<file path="src/rtl/core/utf8s_pkg.sv">
// shared types, constants and helpers of the utf8 sanitizer
package utf8s_pkg;

  localparam int NUM_UNITS = 4;
  localparam int NUM_HELD  = 3;
  localparam int Q_DEPTH   = 2;

  localparam logic [7:0] ASCII_MAX = 8'h7F;
  localparam logic [7:0] LEAD2_LO  = 8'hC2;
  localparam logic [7:0] LEAD2_HI  = 8'hDF;
  localparam logic [7:0] LEAD3_LO  = 8'hE0;
  localparam logic [7:0] LEAD3_HI  = 8'hEF;
  localparam logic [7:0] LEAD4_LO  = 8'hF0;
  localparam logic [7:0] LEAD4_HI  = 8'hF4;
  localparam logic [7:0] CONT_MASK = 8'hC0;
  localparam logic [7:0] CONT_TAG  = 8'h80;

  localparam logic [7:0] REP_B0 = 8'hEF;
  localparam logic [7:0] REP_B1 = 8'hBF;
  localparam logic [7:0] REP_B2 = 8'hBD;

  localparam logic [1:0] REP_SUB_LAST = 2'd2;

  // one output unit: a literal byte or a three byte replacement
  typedef struct packed {
    logic       rep;
    logic [7:0] lit;
  } unit_t;

  // one queued command: the units caused by one input byte
  typedef struct packed {
    unit_t [NUM_UNITS-1:0] units;
    logic  [2:0]           n;
    logic                  eoi;
  } cmd_t;

  typedef struct packed {
    logic full;
    logic empty;
  } q_status_t;

  function automatic logic [7:0] rep_byte(input logic [1:0] sub);
    logic [7:0] r;
    unique case (sub)
      2'd0:    r = REP_B0;
      2'd1:    r = REP_B1;
      default: r = REP_B2;
    endcase
    return r;
  endfunction

endpackage

</file>
<file path="src/rtl/core/utf8s_front.sv">
// front end: accepts bytes, tracks the open sequence and builds output commands
module utf8s_front (
  input  logic                  clk,
  input  logic                  rst,
  input  logic                  in_valid,
  output logic                  in_stall,
  input  logic [7:0]            in_byte,
  input  logic                  end_of_input,
  input  utf8s_pkg::q_status_t  q_status,
  output logic                  push,
  output utf8s_pkg::cmd_t       cmd
);

  logic [7:0] held      [utf8s_pkg::NUM_HELD];
  logic [7:0] held_next [utf8s_pkg::NUM_HELD];
  logic [1:0] held_count, held_count_next;
  logic [2:0] needed_length, needed_length_next;

  logic       accept;
  logic       is_cont;
  logic       is_ascii;
  logic [2:0] lead_len;
  logic       seq_open;
  logic [1:0] pre;

  assign in_stall = q_status.full;
  assign accept   = in_valid && !q_status.full;
  assign push     = accept && (cmd.n != 3'd0);

  always_comb begin
    is_cont  = (in_byte & utf8s_pkg::CONT_MASK) == utf8s_pkg::CONT_TAG;
    is_ascii = in_byte <= utf8s_pkg::ASCII_MAX;
    lead_len = 3'd0;
    if (in_byte >= utf8s_pkg::LEAD2_LO && in_byte <= utf8s_pkg::LEAD2_HI) begin
      lead_len = 3'd2;
    end else if (in_byte >= utf8s_pkg::LEAD3_LO && in_byte <= utf8s_pkg::LEAD3_HI) begin
      lead_len = 3'd3;
    end else if (in_byte >= utf8s_pkg::LEAD4_LO && in_byte <= utf8s_pkg::LEAD4_HI) begin
      lead_len = 3'd4;
    end
    seq_open = needed_length != 3'd0;
    pre      = seq_open ? held_count : 2'd0;
  end

  always_comb begin
    cmd                = '0;
    cmd.eoi            = end_of_input;
    held_next          = held;
    held_count_next    = 2'd0;
    needed_length_next = 3'd0;
    if (seq_open && is_cont) begin
      if ({1'b0, held_count} + 3'd1 >= needed_length) begin
        // sequence complete
        for (int k = 0; k < utf8s_pkg::NUM_HELD; k++) begin
          if (2'(k) < held_count) begin
            cmd.units[k].lit = held[k];
          end
          if (2'(k) == held_count) begin
            cmd.units[k].lit = in_byte;
          end
        end
        if (held_count == 2'd3) begin
          cmd.units[utf8s_pkg::NUM_UNITS-1].lit = in_byte;
        end
        cmd.n = {1'b0, held_count} + 3'd1;
      end else if (end_of_input) begin
        // cut short at end
        for (int k = 0; k < utf8s_pkg::NUM_HELD; k++) begin
          if (2'(k) <= held_count) begin
            cmd.units[k].rep = 1'b1;
          end
        end
        cmd.n = {1'b0, held_count} + 3'd1;
      end else begin
        for (int k = 0; k < utf8s_pkg::NUM_HELD; k++) begin
          if (2'(k) == held_count) begin
            held_next[k] = in_byte;
          end
        end
        held_count_next    = held_count + 2'd1;
        needed_length_next = needed_length;
      end
    end else begin
      // no continuation byte: each held byte of a broken sequence turns into a replacement
      for (int k = 0; k < utf8s_pkg::NUM_HELD; k++) begin
        if (2'(k) < pre) begin
          cmd.units[k].rep = 1'b1;
        end
      end
      if (is_ascii) begin
        cmd.units[pre].lit = in_byte;
        cmd.n              = {1'b0, pre} + 3'd1;
      end else if (lead_len == 3'd0 || end_of_input) begin
        cmd.units[pre].rep = 1'b1;
        cmd.n              = {1'b0, pre} + 3'd1;
      end else begin
        cmd.n              = {1'b0, pre};
        held_next[0]       = in_byte;
        held_count_next    = 2'd1;
        needed_length_next = lead_len;
      end
    end
  end

  always_ff @(posedge clk) begin
    if (rst) begin
      held_count    <= 2'd0;
      needed_length <= 3'd0;
    end else if (accept) begin
      held_count    <= held_count_next;
      needed_length <= needed_length_next;
    end
  end

  always_ff @(posedge clk) begin
    if (accept) begin
      held <= held_next;
    end
  end

endmodule

</file>
<file path="src/rtl/core/utf8s_queue.sv">
// two entry command queue between front and back
module utf8s_queue (
  input  logic                 clk,
  input  logic                 rst,
  input  logic                 push,
  input  utf8s_pkg::cmd_t      push_cmd,
  input  logic                 pop,
  output utf8s_pkg::cmd_t      head,
  output utf8s_pkg::q_status_t status
);

  utf8s_pkg::cmd_t mem [utf8s_pkg::Q_DEPTH];
  logic            wr_ptr;
  logic            rd_ptr;
  logic [1:0]      count;

  assign head         = mem[rd_ptr];
  assign status.full  = count == 2'(utf8s_pkg::Q_DEPTH);
  assign status.empty = count == 2'd0;

  always_ff @(posedge clk) begin
    if (rst) begin
      wr_ptr <= 1'b0;
      rd_ptr <= 1'b0;
      count  <= 2'd0;
    end else begin
      if (push) begin
        wr_ptr <= ~wr_ptr;
      end
      if (pop) begin
        rd_ptr <= ~rd_ptr;
      end
      unique case ({push, pop})
        2'b10:   count <= count + 2'd1;
        2'b01:   count <= count - 2'd1;
        default: count <= count;
      endcase
    end
  end

  always_ff @(posedge clk) begin
    if (push) begin
      mem[wr_ptr] <= push_cmd;
    end
  end

endmodule

</file>
<file path="src/rtl/core/utf8s_back.sv">
// back end: walks the head command and emits one byte per cycle while the queue is not empty and out_stall is low
module utf8s_back (
  input  logic                 clk,
  input  logic                 rst,
  input  utf8s_pkg::cmd_t      head,
  input  utf8s_pkg::q_status_t q_status,
  output logic                 pop,
  output logic                 out_valid,
  input  logic                 out_stall,
  output logic [7:0]           out_byte,
  output logic                 run_last,
  output logic                 stream_end
);

  logic             load;
  logic             go;
  logic [1:0]       uidx;
  logic [1:0]       sub;
  utf8s_pkg::unit_t cur;
  logic [7:0]       cur_byte;
  logic             unit_done;
  logic             cmd_done;

  always_comb begin
    load      = !out_valid || !out_stall;
    go        = load && !q_status.empty;
    cur       = head.units[uidx];
    cur_byte  = cur.rep ? utf8s_pkg::rep_byte(sub) : cur.lit;
    unit_done = !cur.rep || sub == utf8s_pkg::REP_SUB_LAST;
    cmd_done  = unit_done && ({1'b0, uidx} == head.n - 3'd1);
    pop       = go && cmd_done;
  end

  always_ff @(posedge clk) begin
    if (rst) begin
      out_valid <= 1'b0;
      uidx      <= 2'd0;
      sub       <= 2'd0;
    end else begin
      if (load) begin
        out_valid <= !q_status.empty;
      end
      if (go) begin
        if (unit_done) begin
          sub  <= 2'd0;
          uidx <= cmd_done ? 2'd0 : uidx + 2'd1;
        end else begin
          sub <= sub + 2'd1;
        end
      end
    end
  end

  always_ff @(posedge clk) begin
    if (go) begin
      out_byte   <= cur_byte;
      run_last   <= cmd_done;
      stream_end <= cmd_done && head.eoi;
    end
  end

endmodule

</file>
<file path="src/rtl/core/utf8_sanitizer.sv">
// utf8 sanitizer top level: front end, command queue and back end
// a result byte passes through a queue entry and then the single output byte register
// throughput: one byte per cycle while out_stall is low, set by the single output byte register;
// an input byte causing k results (k up to 12) holds the back end for them; the two entry queue absorbs bursts
// reset: synchronous, clears the open sequence, the queue and the output valid
module utf8_sanitizer (
  input  logic       clk,
  input  logic       rst,
  input  logic       in_valid,
  output logic       in_stall,
  input  logic [7:0] in_byte,
  input  logic       end_of_input,
  output logic       out_valid,
  input  logic       out_stall,
  output logic [7:0] out_byte,
  output logic       run_last,
  output logic       stream_end
);

  utf8s_pkg::cmd_t      cmd;
  utf8s_pkg::cmd_t      head;
  utf8s_pkg::q_status_t q_status;
  logic                 push;
  logic                 pop;

  utf8s_front u_front (
    .clk          (clk),
    .rst          (rst),
    .in_valid     (in_valid),
    .in_stall     (in_stall),
    .in_byte      (in_byte),
    .end_of_input (end_of_input),
    .q_status     (q_status),
    .push         (push),
    .cmd          (cmd)
  );

  utf8s_queue u_queue (
    .clk      (clk),
    .rst      (rst),
    .push     (push),
    .push_cmd (cmd),
    .pop      (pop),
    .head     (head),
    .status   (q_status)
  );

  utf8s_back u_back (
    .clk        (clk),
    .rst        (rst),
    .head       (head),
    .q_status   (q_status),
    .pop        (pop),
    .out_valid  (out_valid),
    .out_stall  (out_stall),
    .out_byte   (out_byte),
    .run_last   (run_last),
    .stream_end (stream_end)
  );

  a_no_push_full: assert property (@(posedge clk) disable iff (rst)
    push |-> !q_status.full)
    else $error("push into full queue");

  a_no_pop_empty: assert property (@(posedge clk) disable iff (rst)
    pop |-> !q_status.empty)
    else $error("pop from empty queue");

  a_end_is_last: assert property (@(posedge clk) disable iff (rst)
    out_valid && stream_end |-> run_last)
    else $error("stream end without run last");

  a_pushed_cmd_nonempty: assert property (@(posedge clk) disable iff (rst)
    push |-> (cmd.n != 3'd0 && cmd.n <= 3'(utf8s_pkg::NUM_UNITS)))
    else $error("bad command unit count");

endmodule
</file>
<file path="config.mk">
export PLATFORM = sky130hd
export DESIGN_NAME = utf8_sanitizer
export DESIGN_NICKNAME = d
export VERILOG_FILES = /design/src/rtl/core/utf8s_pkg.sv /design/src/rtl/core/utf8s_front.sv /design/src/rtl/core/utf8s_queue.sv /design/src/rtl/core/utf8s_back.sv /design/src/rtl/core/utf8_sanitizer.sv
export SDC_FILE = /design/constraint.sdc
export NUM_CORES = 1
export LEC_CHECK = 0
export BUFFER_PORTS_ARGS = -buffer_cell sky130_fd_sc_hd__buf_2
export CAP_MARGIN = 40
export CORE_MARGIN = 8
export CORE_UTILIZATION = 35
export DETAILED_ROUTE_END_ITERATION = 16
export PLACE_DENSITY_LB_ADDON = 0.12
export SLEW_MARGIN = 20
export SYNTH_ARGS = -nofsm -noshare
export SYNTH_HDL_FRONTEND = slang
export SYNTH_SLANG_ARGS = --single-unit
</file>
<file path="constraint.sdc">
create_clock -name clk -period 5.6 [get_ports clk]
set_input_delay 0.28 -clock clk [delete_from_list [all_inputs] [get_ports clk]]
set_output_delay 0.28 -clock clk [all_outputs]
set_load 0.01 [all_outputs]
</file>
* Word level (Yosys, flattened, before mapping)
Memories as Yosys holds them, arrays and structs flattened. A register that Yosys moved wholly into a read port is not among the register bits.
Cells that the tools add are included.
** Operators by class
- Add/sub/neg operators :: 8
- $lt $le $gt $ge :: 20
- Eq/ne operators :: 16
- Multiplexer cells :: 72
- Bitwise operators :: 4
- Reduce and logical (&&, ||, !) cells :: 31
** Operators by type and width (number)
- 2-to-1 mux 8 bit :: 19
- bitwise mux 36 bit :: 2
- 2-to-1 mux 24 bit :: 2
- 2-to-1 mux 39 bit :: 1
- 2-to-1 mux 38 bit :: 1
- demux 9 bit (select 2 bit) :: 2
- 2-to-1 mux 36 bit :: 1
- 2-to-1 mux 3 bit :: 11
- greater-or-equal comparator 8 bit (second input constant) :: 3
- <= comparator 8 bit (second input constant) :: 3
- 2-to-1 mux 1 bit :: 21
- binary-select mux 9 bit (select 2 bit) :: 1
- 2-to-1 mux 9 bit :: 2
- 2-to-1 mux 2 bit :: 7
- one-hot mux 7 bit (2 select lines) :: 1
- logical AND 1 bit :: 11
- == test 2 bit (second input constant) :: 5
- AND reduction 5 bit :: 2
- adder 2 x 1 -> 2 bit (second input constant) :: 4
- <= comparator 8 x 7 -> 1 bit (second input constant) :: 1
- less-than comparator 1 x 2 -> 1 bit (first input constant) :: 4
- inequality test 2 bit (second input constant) :: 4
- adder 2 x 1 -> 3 bit (second input constant) :: 2
- zero test 2 bit :: 3
- other kinds (23) :: 38
** Storage, ports and cells
- Flip-flop bits (word level) :: 48
- Bits in writable memories :: 80
- Bits of input ports :: 13
- Output and inout bits :: 12
- Word-level logic and storage cells :: 166
- Memories :: 1
** Memory list
- u_queue.mem :: depth 2, bits a word 40, read ports 1, clocked after Yosys merged registers in 1, write ports 1, RTL line utf8s_queue.sv:12 : utf8s_pkg::cmd_t mem [utf8s_pkg::Q_DEPTH];

* Depth between registers and ports, before layout
Gate-level depths: netlist of the first run.
- Depth in word-level cells :: 14
- Depth in mapped cells :: 13
- Gate-level depth less buffers :: 13

* By module
Synthesis of the first run repeated with hierarchy kept, for this count alone.
** Unflattened totals
- Cells, all modules :: 412
- Area total of the unflattened synthesis :: 6029.5 sq um
** Modules (own cells, without submodules)
- utf8s_queue :: instances 1, cells an instance 146, area each 3078.0 sq um, sequential area each 2502.4 sq um
- utf8s_front :: instances 1, cells an instance 194, area each 1995.7 sq um, sequential area each 820.8 sq um
- utf8s_back :: instances 1, cells an instance 72, area each 955.9 sq um, sequential area each 400.4 sq um

* Least setup slack after synthesis of the first run
No wires, ideal clock.
- Path kind :: reg2reg
- From :: reg u_front.held_count[0]
- To :: mem u_queue.mem[0][0] in the netlist's numbering, enable pin
- Library setup time :: 0.498 ns
- Data arrival time :: 4.919 ns
- Required time :: 5.102 ns
- Slack :: 0.183 ns
- Cell stages (with the launch flop) :: 9
- Path buffers :: 0
- Clock period less this slack :: 5.417 ns
- Cell sequence :: dfxtp_1 -> inv_1 -> ha_1 -> ha_1 -> a311oi_1 -> o31ai_1 -> and2_1 -> nor3_1 -> a211oi_1
** RTL lines
- start, declared :: RTL line utf8s_front.sv:16 : logic [1:0] held_count, held_count_next;
- start signal, assigned :: RTL line utf8s_front.sv:110 : held_count <= held_count_next;
- end, declared :: RTL line utf8s_queue.sv:12

==> results of run 1 <==
## sequential cells by signal, indices dropped and copies added (netlist names), named ones only
| register | cells |
|---|---|
| u_back.stream_end | 1 |
| u_queue.count | 2 |
| u_front.needed_length | 3 |
| u_back.out_byte | 8 |
| u_back.run_last | 1 |
| u_queue.wr_ptr | 1 |
| u_queue.rd_ptr | 1 |
| u_back.uidx | 2 |
| u_back.out_valid | 1 |
| u_front.held_count | 2 |
| u_front.held | 24 |
| u_queue.mem | 80 |
| u_back.sub | 2 |
## where the power goes
group,internal (uW),switching [uW]
logic,241,344
registers,1220,46.8
clock network,698,411
total,2160,802
## stage by stage
stage | instances | setup WS [ns] | utilization | area, um^2 | total power, uW
after detailed placement | 637 | 1.887 | 0.3785 | 6187 | 1894
after floorplan | 396 | 0.1827 | - | 5752 | 1696
after CTS | 669 | 1.871 | 0.4147 | 6780 | 3007
final | 669 | 1.839 | 0.4147 | 6780 | 2966
after global routing | 669 | 1.596 | 0.4147 | 6780 | 3113
after global placement | 633 | 1.888 | 0.3760 | 6147 | 1881
## worst reg2reg max path, cell delays in order, from the launching register on
cell,delay (ns)
dfxtp_1,0.50
inv_1,0.15
ha_1,0.37
ha_1,0.22
a21o_1,0.20
a311oi_1,0.41
nor2_1,0.19
a221oi_2,0.54
inv_2,0.09
o311a_2,0.58
buf_12,0.25
## layer usage
| layer | track usage | part of all wire | vias up | wire, um |
|---|---|---|---|---|
| met5 | 0 | 0 | - | 0 |
| met2 | 0.2077 | 0.48 | 73 | 5989 |
| met4 | 0.06079 | 0.021 | 0 | 261 |
| met3 | 0.03367 | 0.041 | 18 | 517 |
| met1 | 0.1647 | 0.46 | 1680 | 5808 |
| li1 | - | - | 1602 | - |
## kinds of logic (layout without fill, tap and decap cells)
family / count (synthesis) / after routing / share of synthesized area
multiplexers: 36 / 36 / 0.1020
AND/OR/NAND/NOR: 103 / 103 / 0.08680
flip-flops: 129 / 129 / 0.6474
AO/OA/AOI/OAI: 71 / 71 / 0.09071
XOR/XNOR: 7 / 7 / 0.01066
adder cells (fa/ha/maj): 18 / 18 / 0.03916
buffers and inverters: 32 / 85 / 0.02328
## final timing paths
check,slack (ns),cells past startpoint,to
worst max-delay path,1.84,10,u_queue.mem[1][22]
worst min-delay path,0.13,3,u_back.out_valid
worst max register to register,1.84,10,u_queue.mem[1][22]
worst min register to register,0.47,2,u_back.out_valid
## layout make-up
type,count,area share
tap,220,0.04060
sequential,129,0.5492
inverter,18,0.009965
clock inverter,14,0.02417
multi-input combinational,235,0.2814
clock buffer,18,0.06330
timing repair buffer,35,0.03137
## layout by cell type (no fill, tap or decap), types with 2 or more instances in the layout
cell type and n:
edfxtp_1 114, nor2_1 33, nand2_1 27, buf_2 25
a22o_1 21, mux4_2 18, ha_1 18, inv_1 17
mux2i_1 17, clkbuf_16 17, a21oi_1 15, dfxtp_1 15
nor3_1 9, buf_4 9, o21ai_0 8, and2_1 7
nor2b_1 7, nand2b_1 6, xnor2_1 4, a21o_1 4
xor2_1 3, a311oi_1 3, a31oi_1 3, bufinv_16 3
clkinv_4 3, clkinv_2 3, or3_1 2, a311o_1 2
o21ai_1 2, nand3_1 2, clkinv_1 2, inv_6 2
==> impl_metrics.csv, run 1 <==
group,metric,value,unit
yosys,yosys-top-cells-count,"edfxtp_1, nor2_1, nand2_1, a22o_1",
sta,tightest_slew,0.8232,ns
cts,clock_latency,0.42,ns
sta,hold_violations,0,
cts,clkSinkCount,129,
routing,drt_iter0_drc,169,
cells_and_area,layout-drive-gt1-share,0.2027,
cells_and_area,syn_to_final_growth,17.88,%
yosys,synth.area.top_cells,"edfxtp_1, mux4_2, dfxtp_1, ha_1, a22o_1",
sta,setup_violations,0,
cts,cts_resized,0,
flow_run,max_cap_violations,0,
yosys,netlist_area,0.005752,mm^2
cells_and_area,fillers,1533,
worst_setup_path,cpMostUsedCell,"ha_1",
worst_hold_path,hold_class,"in -> reg",
cts,htree_levels,4,
floorplanning,dieArea,0.02079,mm^2
routing,via_count,3373,
floorplanning,die_h,144.2,um
cells_and_area,regArea,0.003724,mm^2
cts,cts_buffers,17,
worst_setup_path,crit_chain,"inv_1, ha_1, ha_1, a21o_1, a311oi_1, nor2_1, a221oi_2, inv_2, o311a_2, buf_12",
sta,fmax,265.9,MHz
place,io_buffers,24,
worst_setup_path,r2r-start,"u_front.held_count[0]",
worst_setup_path,criticalPathCategory,"reg -> reg",
yosys,synth_top_area_frac,0.5952,
yosys,yosysMostFrequentCell,"edfxtp_1",
routing,antenna_left,0,
sta,relSlewSlack,0.4505,
global_routing,track_usage,0.1309,
worst_setup_path,path_buf_inv,3,
floorplanning,ioPinCount,25,
global_routing,grt_pass1_vias,3434,
yosys,synth_flop_cell,"edfxtp_1",
worst_setup_path,slowest_delay,0.57,ns
sta,worst_hold_slack,0.1256,ns
yosys,ys_seq_area_frac,0.6474,
routing,drcViolationCount,0,
global_routing,grt_antenna_before_repair,0,
global_routing,gr-total-overflow,0,
sta,rsz0062_at_grt,"no",
power,leakage,0.002386,uW
worst_setup_path,cp_top_family,"compound AO/OA/AOI/OAI gates",
worst_setup_path,critPathSlowestCell,"o311a_2",
yosys,async_flop_share,0,
worst_setup_path,worst-path-max-fanout,28,
routing,drtPass1Iterations,4,
cells_and_area,final_nets,467,
yosys,synth_edf_count,114,
yosys,synth_top_area_cell,"edfxtp_1",
floorplanning,rows,47,
floorplanning,chipWidth,144.2,um
sta,drv_slew,0,
power,power_density,437.4,mW/mm^2
power,peakVddDrop,199.7,uV
routing,routed_wl,12580,um
yosys,ys_ff_latch,129,
place,gp_congestion,0.8917,
cts,post-cts-setup-buffers,0,
cells_and_area,multiInputGateArea,0.001908,mm^2
yosys,synth_cells,396,
place,dp_hpwl,8610,um
cts,cts_root_buffer,"clkbuf_16",
floorplanning,core_area,0.01635,mm^2
floorplanning,start_util,0.3518,
yosys,synthesis.nets,427,
worst_hold_path,hold_start,"out_stall",
status,outcome,"complete, no violations",
worst_setup_path,end_kind,"flip-flop",
cts,cts_tree,"yes",
worst_setup_path,critPathLaunch,"u_front.held_count[0]",
routing,viasPerCell,5.042,
cts,clk_path_buf_depth,2,
worst_setup_path,start_kind,"flip-flop",
yosys,synth.distinct_cells,52,
sta,fin_crit_sh,0.6716,
sta,fin_skew,0.009978,ns
sta,period_needed,3.761,ns
yosys,syn_area_per_cell,14.52,um^2
worst_setup_path,critPathRequiredTime,5.77,ns
global_routing,grt_pass1_wl,19620,um
yosys,yosys_warnings,0,
routing,wire_per_inst,18.80,um
sta,fin_tns_setup,0,ns
cts,hold_buffers,0,
cells_and_area,diodes,0,
worst_setup_path,worst_ep_arrival_time,3.93,ns
global_routing,grt_max_degree,41,
cts,clk_pin_slew,0.06,ns
Power figures use the tool's default switching activity.
==> inputs of run 2 (changes only) <==
- clock period: 5.6 -> 3.5 ns (I/O delays scaled with it)
==> impl_metrics.csv, run 2 (same netlist as run 1, synthesis figures left out) <==
group,metric,value,unit
cts,clock_latency,0.41,ns
worst_setup_path,end_kind,"flip-flop",
cells_and_area,final_nets,472,
floorplanning,start_util,0.3518,
place,dp_hpwl,8465,um
worst_hold_path,hold_class,"in -> reg",
floorplanning,rows,47,
routing,drtPass1Iterations,4,
sta,setup_slack,0.2635,ns
floorplanning,ioPinCount,25,
sta,period_needed,3.237,ns
worst_setup_path,reg2reg_slack,0.26,ns
power,p_seq_frac,0.431,
routing,via_count,3307,
floorplanning,dieArea,0.02079,mm^2
place,gp_congestion,0.8384,
cells_and_area,layout-drive-gt1-share,0.2119,
sta,hold_violations,0,
cells_and_area,largest_reg_flops,80,
sta,fin_crit_sh,0.9247,
power,power_density,689.2,mW/mm^2
global_routing,grt_max_degree,41,
cts,cts_buffers,17,
sta,rsz0062_at_grt,"no",
worst_setup_path,r2r-end,"u_queue.count[1]",
global_routing,grt_pass1_vias,3438,
global_routing,grt_pass1_wl,19740,um
cells_and_area,final_util,0.4176,
cells_and_area,final_area,0.006827,mm^2
cells_and_area,mostFrequentLayoutCells,"edfxtp_1, nor2_1, nand2_1, buf_2, a22o_1",
worst_hold_path,hold_start,"out_stall",
worst_setup_path,r2r-start,"u_front.held_count[1]",
power,leakage,0.002406,uW
sta,tightest_slew,0.8312,ns
cts,clkSinkCount,129,
sta,fmax,309.0,MHz
global_routing,track_usage,0.1295,
cts,clk_pin_slew,0.06,ns
routing,antenna_left,0,
worst_hold_path,min_to,"u_back.out_valid",
power,p_comb_frac,0.202,
power,clkPwrFrac,0.367,
cells_and_area,syn_to_final_growth,18.69,%
sta,relSlewSlack,0.4422,
global_routing,grt_antenna_before_repair,0,
worst_hold_path,hold_path_depth,3,
cts,cts_root_buffer,"clkbuf_16",
sta,setup_violations,0,
flow_run,max_cap_violations,0,
floorplanning,die_h,144.2,um
power,p_int,3462,uW
floorplanning,core_area,0.01635,mm^2
power,power_switching,1243,uW
routing,drcViolationCount,0,
cells_and_area,top_register,"u_queue.mem",
cts,post-cts-setup-buffers,0,
cells_and_area,layout_commonest_cell,"edfxtp_1",
global_routing,gr-total-overflow,0,
worst_setup_path,worst_r2r_path_depth,12,
worst_setup_path,critPathRequiredTime,3.83,ns
power,peakVddDrop,347.8,uV
cts,clk_path_buf_depth,2,
sta,fin_skew,0.01056,ns
power,switching_share,0.2642,
cts,htree_levels,4,
worst_setup_path,start_kind,"flip-flop",
sta,drv_slew,0,
sta,worst_hold_slack,0.03263,ns
cells_and_area,largestRegisters,"u_queue.mem: 80 flops, u_front.held: 24 flops, u_back.out_byte: 8 flops",
routing,wire_per_inst,18.50,um
routing,routed_wl,12450,um
status,outcome,"complete, no violations",
place,dpl_cell_area,0.006240,mm^2
worst_setup_path,criticalPathCategory,"reg -> reg",
routing,viasPerCell,4.914,
cells_and_area,diodes,0,
floorplanning,chipWidth,144.2,um
worst_setup_path,worst_ep_arrival_time,3.57,ns
cells_and_area,fillers,1569,
power,power,4705,uW
place,pre_cts_slack,0.007026,ns
cts,cts_tree,"yes",
place,io_buffers,24,
worst_setup_path,worst-path-max-fanout,8,
routing,drt_iter0_drc,177,
[run 2: cell count changes in the layout (fill, tap and decap cells not counted), sizes merged]
cell | previous run | this run
clkinv | 8 | 9
buf | 35 | 40
inv | 20 | 18
[run 2: power groups by stage]
stage / Clock (uW) / Combinational (uW) / Sequential [uW]
floorplan: 0 / 624 / 2090
global placement: 0 / 976 / 2060
detailed placement: 0 / 976 / 2060
CTS: 1770 / 980 / 2030
global route: 1840 / 1060 / 2050
finish: 1730 / 950 / 2030
[run 2: metrics by stage]
stage / setup TNS (ns) / std cells
after detailed placement: 0 / 642
after floorplan: -0.3322 / 396
final: 0 / 673
after global placement: 0 / 642
after global routing: 0 / 673
after CTS: 0 / 673
[run 2: area by class of cell]
class,instances,area [um^2],area share
clock buffers,18,429.2,0.06287
clock inverters,13,145.1,0.02126
inverters,18,67.56,0.009897
multi-input cells,235,1919,0.2812
flip-flops and latches,129,3725,0.5456
well taps,220,275.3,0.04032
repair buffers,40,265.3,0.03886
[run 2: how the worst max path moves through the flow]
stage                               start                end  slack (ns)  cells after the start
detailed placement  u_front.held_count[1]   u_queue.count[1]       0.007                     12
global placement    u_front.held_count[1]   u_queue.count[1]        0.11                     12
global route        u_front.held_count[1]   u_queue.count[1]        0.03                     12
CTS                 u_front.held_count[1]   u_queue.count[1]        0.11                     12
floorplan           u_front.held_count[0]  u_queue.mem[1][0]      -0.008                      9
finish              u_front.held_count[1]   u_queue.count[1]        0.26                     12
[run 2: timing repair]
action | 4_1_cts | 5_1_grt
gates resized for setup | 1 | 2
hold buffers | 0 | 0
endpoints found under the setup margin | 1 | 41
[run 2: layer usage]
layer / vias up / part of all wire / track usage
li1: 1610 / - / -
met1: 1628 / 0.49 / 0.1718
met2: 61 / 0.47 / 0.2025
met3: 8 / 0.035 / 0.03103
met4: 0 / 0.0084 / 0.04765
met5: - / 0 / 0
[run 2: critical path: stages, from the launching register on]
cell	delay, ns
dfxtp_2	0.39
inv_1	0.11
ha_1	0.34
ha_1	0.22
a21o_1	0.21
a311o_1	0.34
nand2_1	0.17
a21oi_1	0.15
nor3_2	0.29
a21o_1	0.17
ha_1	0.25
or3_1	0.36
a21oi_1	0.16
==> inputs of run 3 (changes only) <==
- CORE_UTILIZATION: 35 -> 44
==> impl_metrics.csv, run 3 (same netlist as run 1, synthesis figures left out) <==
group,metric,value,unit
sta,fin_skew,0.005819,ns
cts,clkSinkCount,129,
sta,fmax,305.1,MHz
cells_and_area,layout_commonest_cell,"edfxtp_1",
global_routing,grt_pass1_wl,18420,um
sta,drv_slew,0,
cells_and_area,final_util,0.5345,
sta,fin_tns_setup,0,ns
worst_setup_path,path_buf_inv,3,
status,outcome,"complete, no violations",
cts,cts_root_buffer,"clkbuf_16",
worst_setup_path,r2r-start,"u_front.held_count[1]",
cells_and_area,diodes,0,
place,dpl_cell_area,0.006150,mm^2
worst_setup_path,crit_chain,"inv_1, ha_1, ha_1, a21o_1, a311oi_2, nor2_1, a221oi_4, inv_2, o311a_2, buf_12",
cts,clock_latency,0.41,ns
cells_and_area,layout-drive-gt1-share,0.2067,
sta,fin_crit_sh,0.9365,
cts,cts_tree,"yes",
worst_setup_path,start_kind,"flip-flop",
routing,drt_iter0_drc,239,
cells_and_area,final_area,0.006773,mm^2
power,power,4744,uW
cts,cts_buffers,17,
worst_setup_path,end_kind,"flip-flop",
routing,routed_wl,11580,um
cells_and_area,syn_to_final_growth,17.75,%
cells_and_area,mostFrequentLayoutCells,"edfxtp_1, nor2_1, nand2_1, buf_2, a22o_1",
place,dp_hpwl,8146,um
place,dp.cells,590,
sta,tightest_slew,0.5865,ns
worst_setup_path,worst_ep_arrival_time,3.42,ns
floorplanning,die_h,130.3,um
floorplanning,ioPinCount,25,
floorplanning,dieArea,0.01699,mm^2
global_routing,grt_antenna_before_repair,0,
cts,clk_path_buf_depth,2,
worst_setup_path,critPathRequiredTime,3.64,ns
global_routing,track_usage,0.1477,
worst_setup_path,slowest_delay,0.46,ns
flow_run,max_cap_violations,0,
routing,antenna_left,0,
worst_setup_path,criticalPathCategory,"reg -> reg",
global_routing,gr-total-overflow,0,
sta,hold_violations,0,
worst_setup_path,cpMostUsedCell,"ha_1",
cells_and_area,top_register,"u_queue.mem",
power,leakage,0.002397,uW
place,io_buffers,24,
floorplanning,chipWidth,130.3,um
sta,relSlewSlack,0.6086,
sta,period_needed,3.278,ns
cts,clk_pin_slew,0.05,ns
worst_setup_path,critPathSlowestCell,"a221oi_4",
power,power_density,700.5,mW/mm^2
routing,wire_per_inst,18.61,um
worst_hold_path,hold_path_depth,3,
worst_setup_path,reg2reg_slack,0.22,ns
sta,setup_violations,0,
cells_and_area,finalNonFillerCells,622,
power,peakVddDrop,307.3,uV
cells_and_area,final_nets,469,
floorplanning,start_util,0.4539,
routing,viasPerCell,5.378,
worst_setup_path,worst-path-max-fanout,40,
worst_setup_path,critPathLaunch,"u_front.held_count[1]",
worst_setup_path,r2r-end,"u_queue.mem[1][19]",
global_routing,grt_pass1_vias,3460,
routing,drtPass1Iterations,4,
worst_setup_path,worst_r2r_path_depth,10,
worst_hold_path,hold_start,"out_stall",
worst_hold_path,hold_class,"in -> reg",
routing,drcViolationCount,0,
place,gp_congestion,0.9012,
routing,via_count,3345,
global_routing,grt_max_degree,41,
worst_setup_path,cp_top_family,"compound AO/OA/AOI/OAI gates",
cts,hold_buffers,0,
worst_hold_path,min_to,"u_back.out_valid",
cts,htree_levels,4,
cells_and_area,largestRegisters,"u_queue.mem: 80 flops, u_front.held: 24 flops, u_back.out_byte: 8 flops",
floorplanning,core_area,0.01267,mm^2
floorplanning,rows,41,
sta,rsz0062_at_grt,"no",
cells_and_area,largest_reg_flops,80,
## run 3: where the power goes
part / total [uW] / leakage [uW] / internal, uW / switching (uW)
clock: 1780 / 0.000286 / 1170 / 608
sequential: 2050 / 0.00120 / 1960 / 93.0
combinational: 910 / 0.000912 / 398 / 512
total: 4740 / 0.00240 / 3530 / 1210
## run 3: worst max path at each step
stage,end,slack [ns],depth (start not counted)
after floorplan,u_queue.mem[1][0],-0.008,9
after global placement,u_queue.count[1],0.16,11
after detailed placement,u_queue.mem[1][34],0.02,10
after CTS,u_queue.mem[1][16],0.01,10
after global routing,u_queue.count[1],0.02,11
final,u_queue.mem[1][19],0.22,10
## run 3: worst min-delay path, delay by kind of cell
family / cells / cell delay [ns]
compound gates: 1 / 0.06
buf+inv: 1 / 0.09
simple gates: 1 / 0.06
## run 3: layer usage
layer	wire, um	vias to the layer above	global-route usage	part of all wire
met5	0	-	0	0
met4	249	0	0.07562	0.022
met3	641	22	0.03509	0.055
met2	5401	91	0.2258	0.47
met1	5284	1621	0.1929	0.46
li1	-	1611	-	-
## run 3: final cells by class
| cell class | count | area [um^2] |
|---|---|---|
| clock inverter | 13 | 168.9 |
| multi-input combinational | 235 | 1926 |
| fill | 1051 | 5898 |
| timing repair buffer | 37 | 240.2 |
| inverter | 18 | 67.56 |
| clock buffer | 18 | 429.2 |
| sequential | 129 | 3726 |
| tap | 172 | 215.2 |
## run 3: timing repair
action,in CTS,in global routing
endpoints found under the hold margin,0,0
setup buffers,0,0
endpoints found under the setup margin,0,42
resized for setup,0,4
## run 3: through the flow
stage          setup WS, ns  hold WS (ns)
2_1_floorplan     -0.008306        0.2739
3_3_place_gp         0.1623        0.4421
3_5_place_dp        0.02423        0.4536
4_1_cts            0.009673       0.01066
5_1_grt             0.02304       0.02379
6_report             0.2223       0.03025
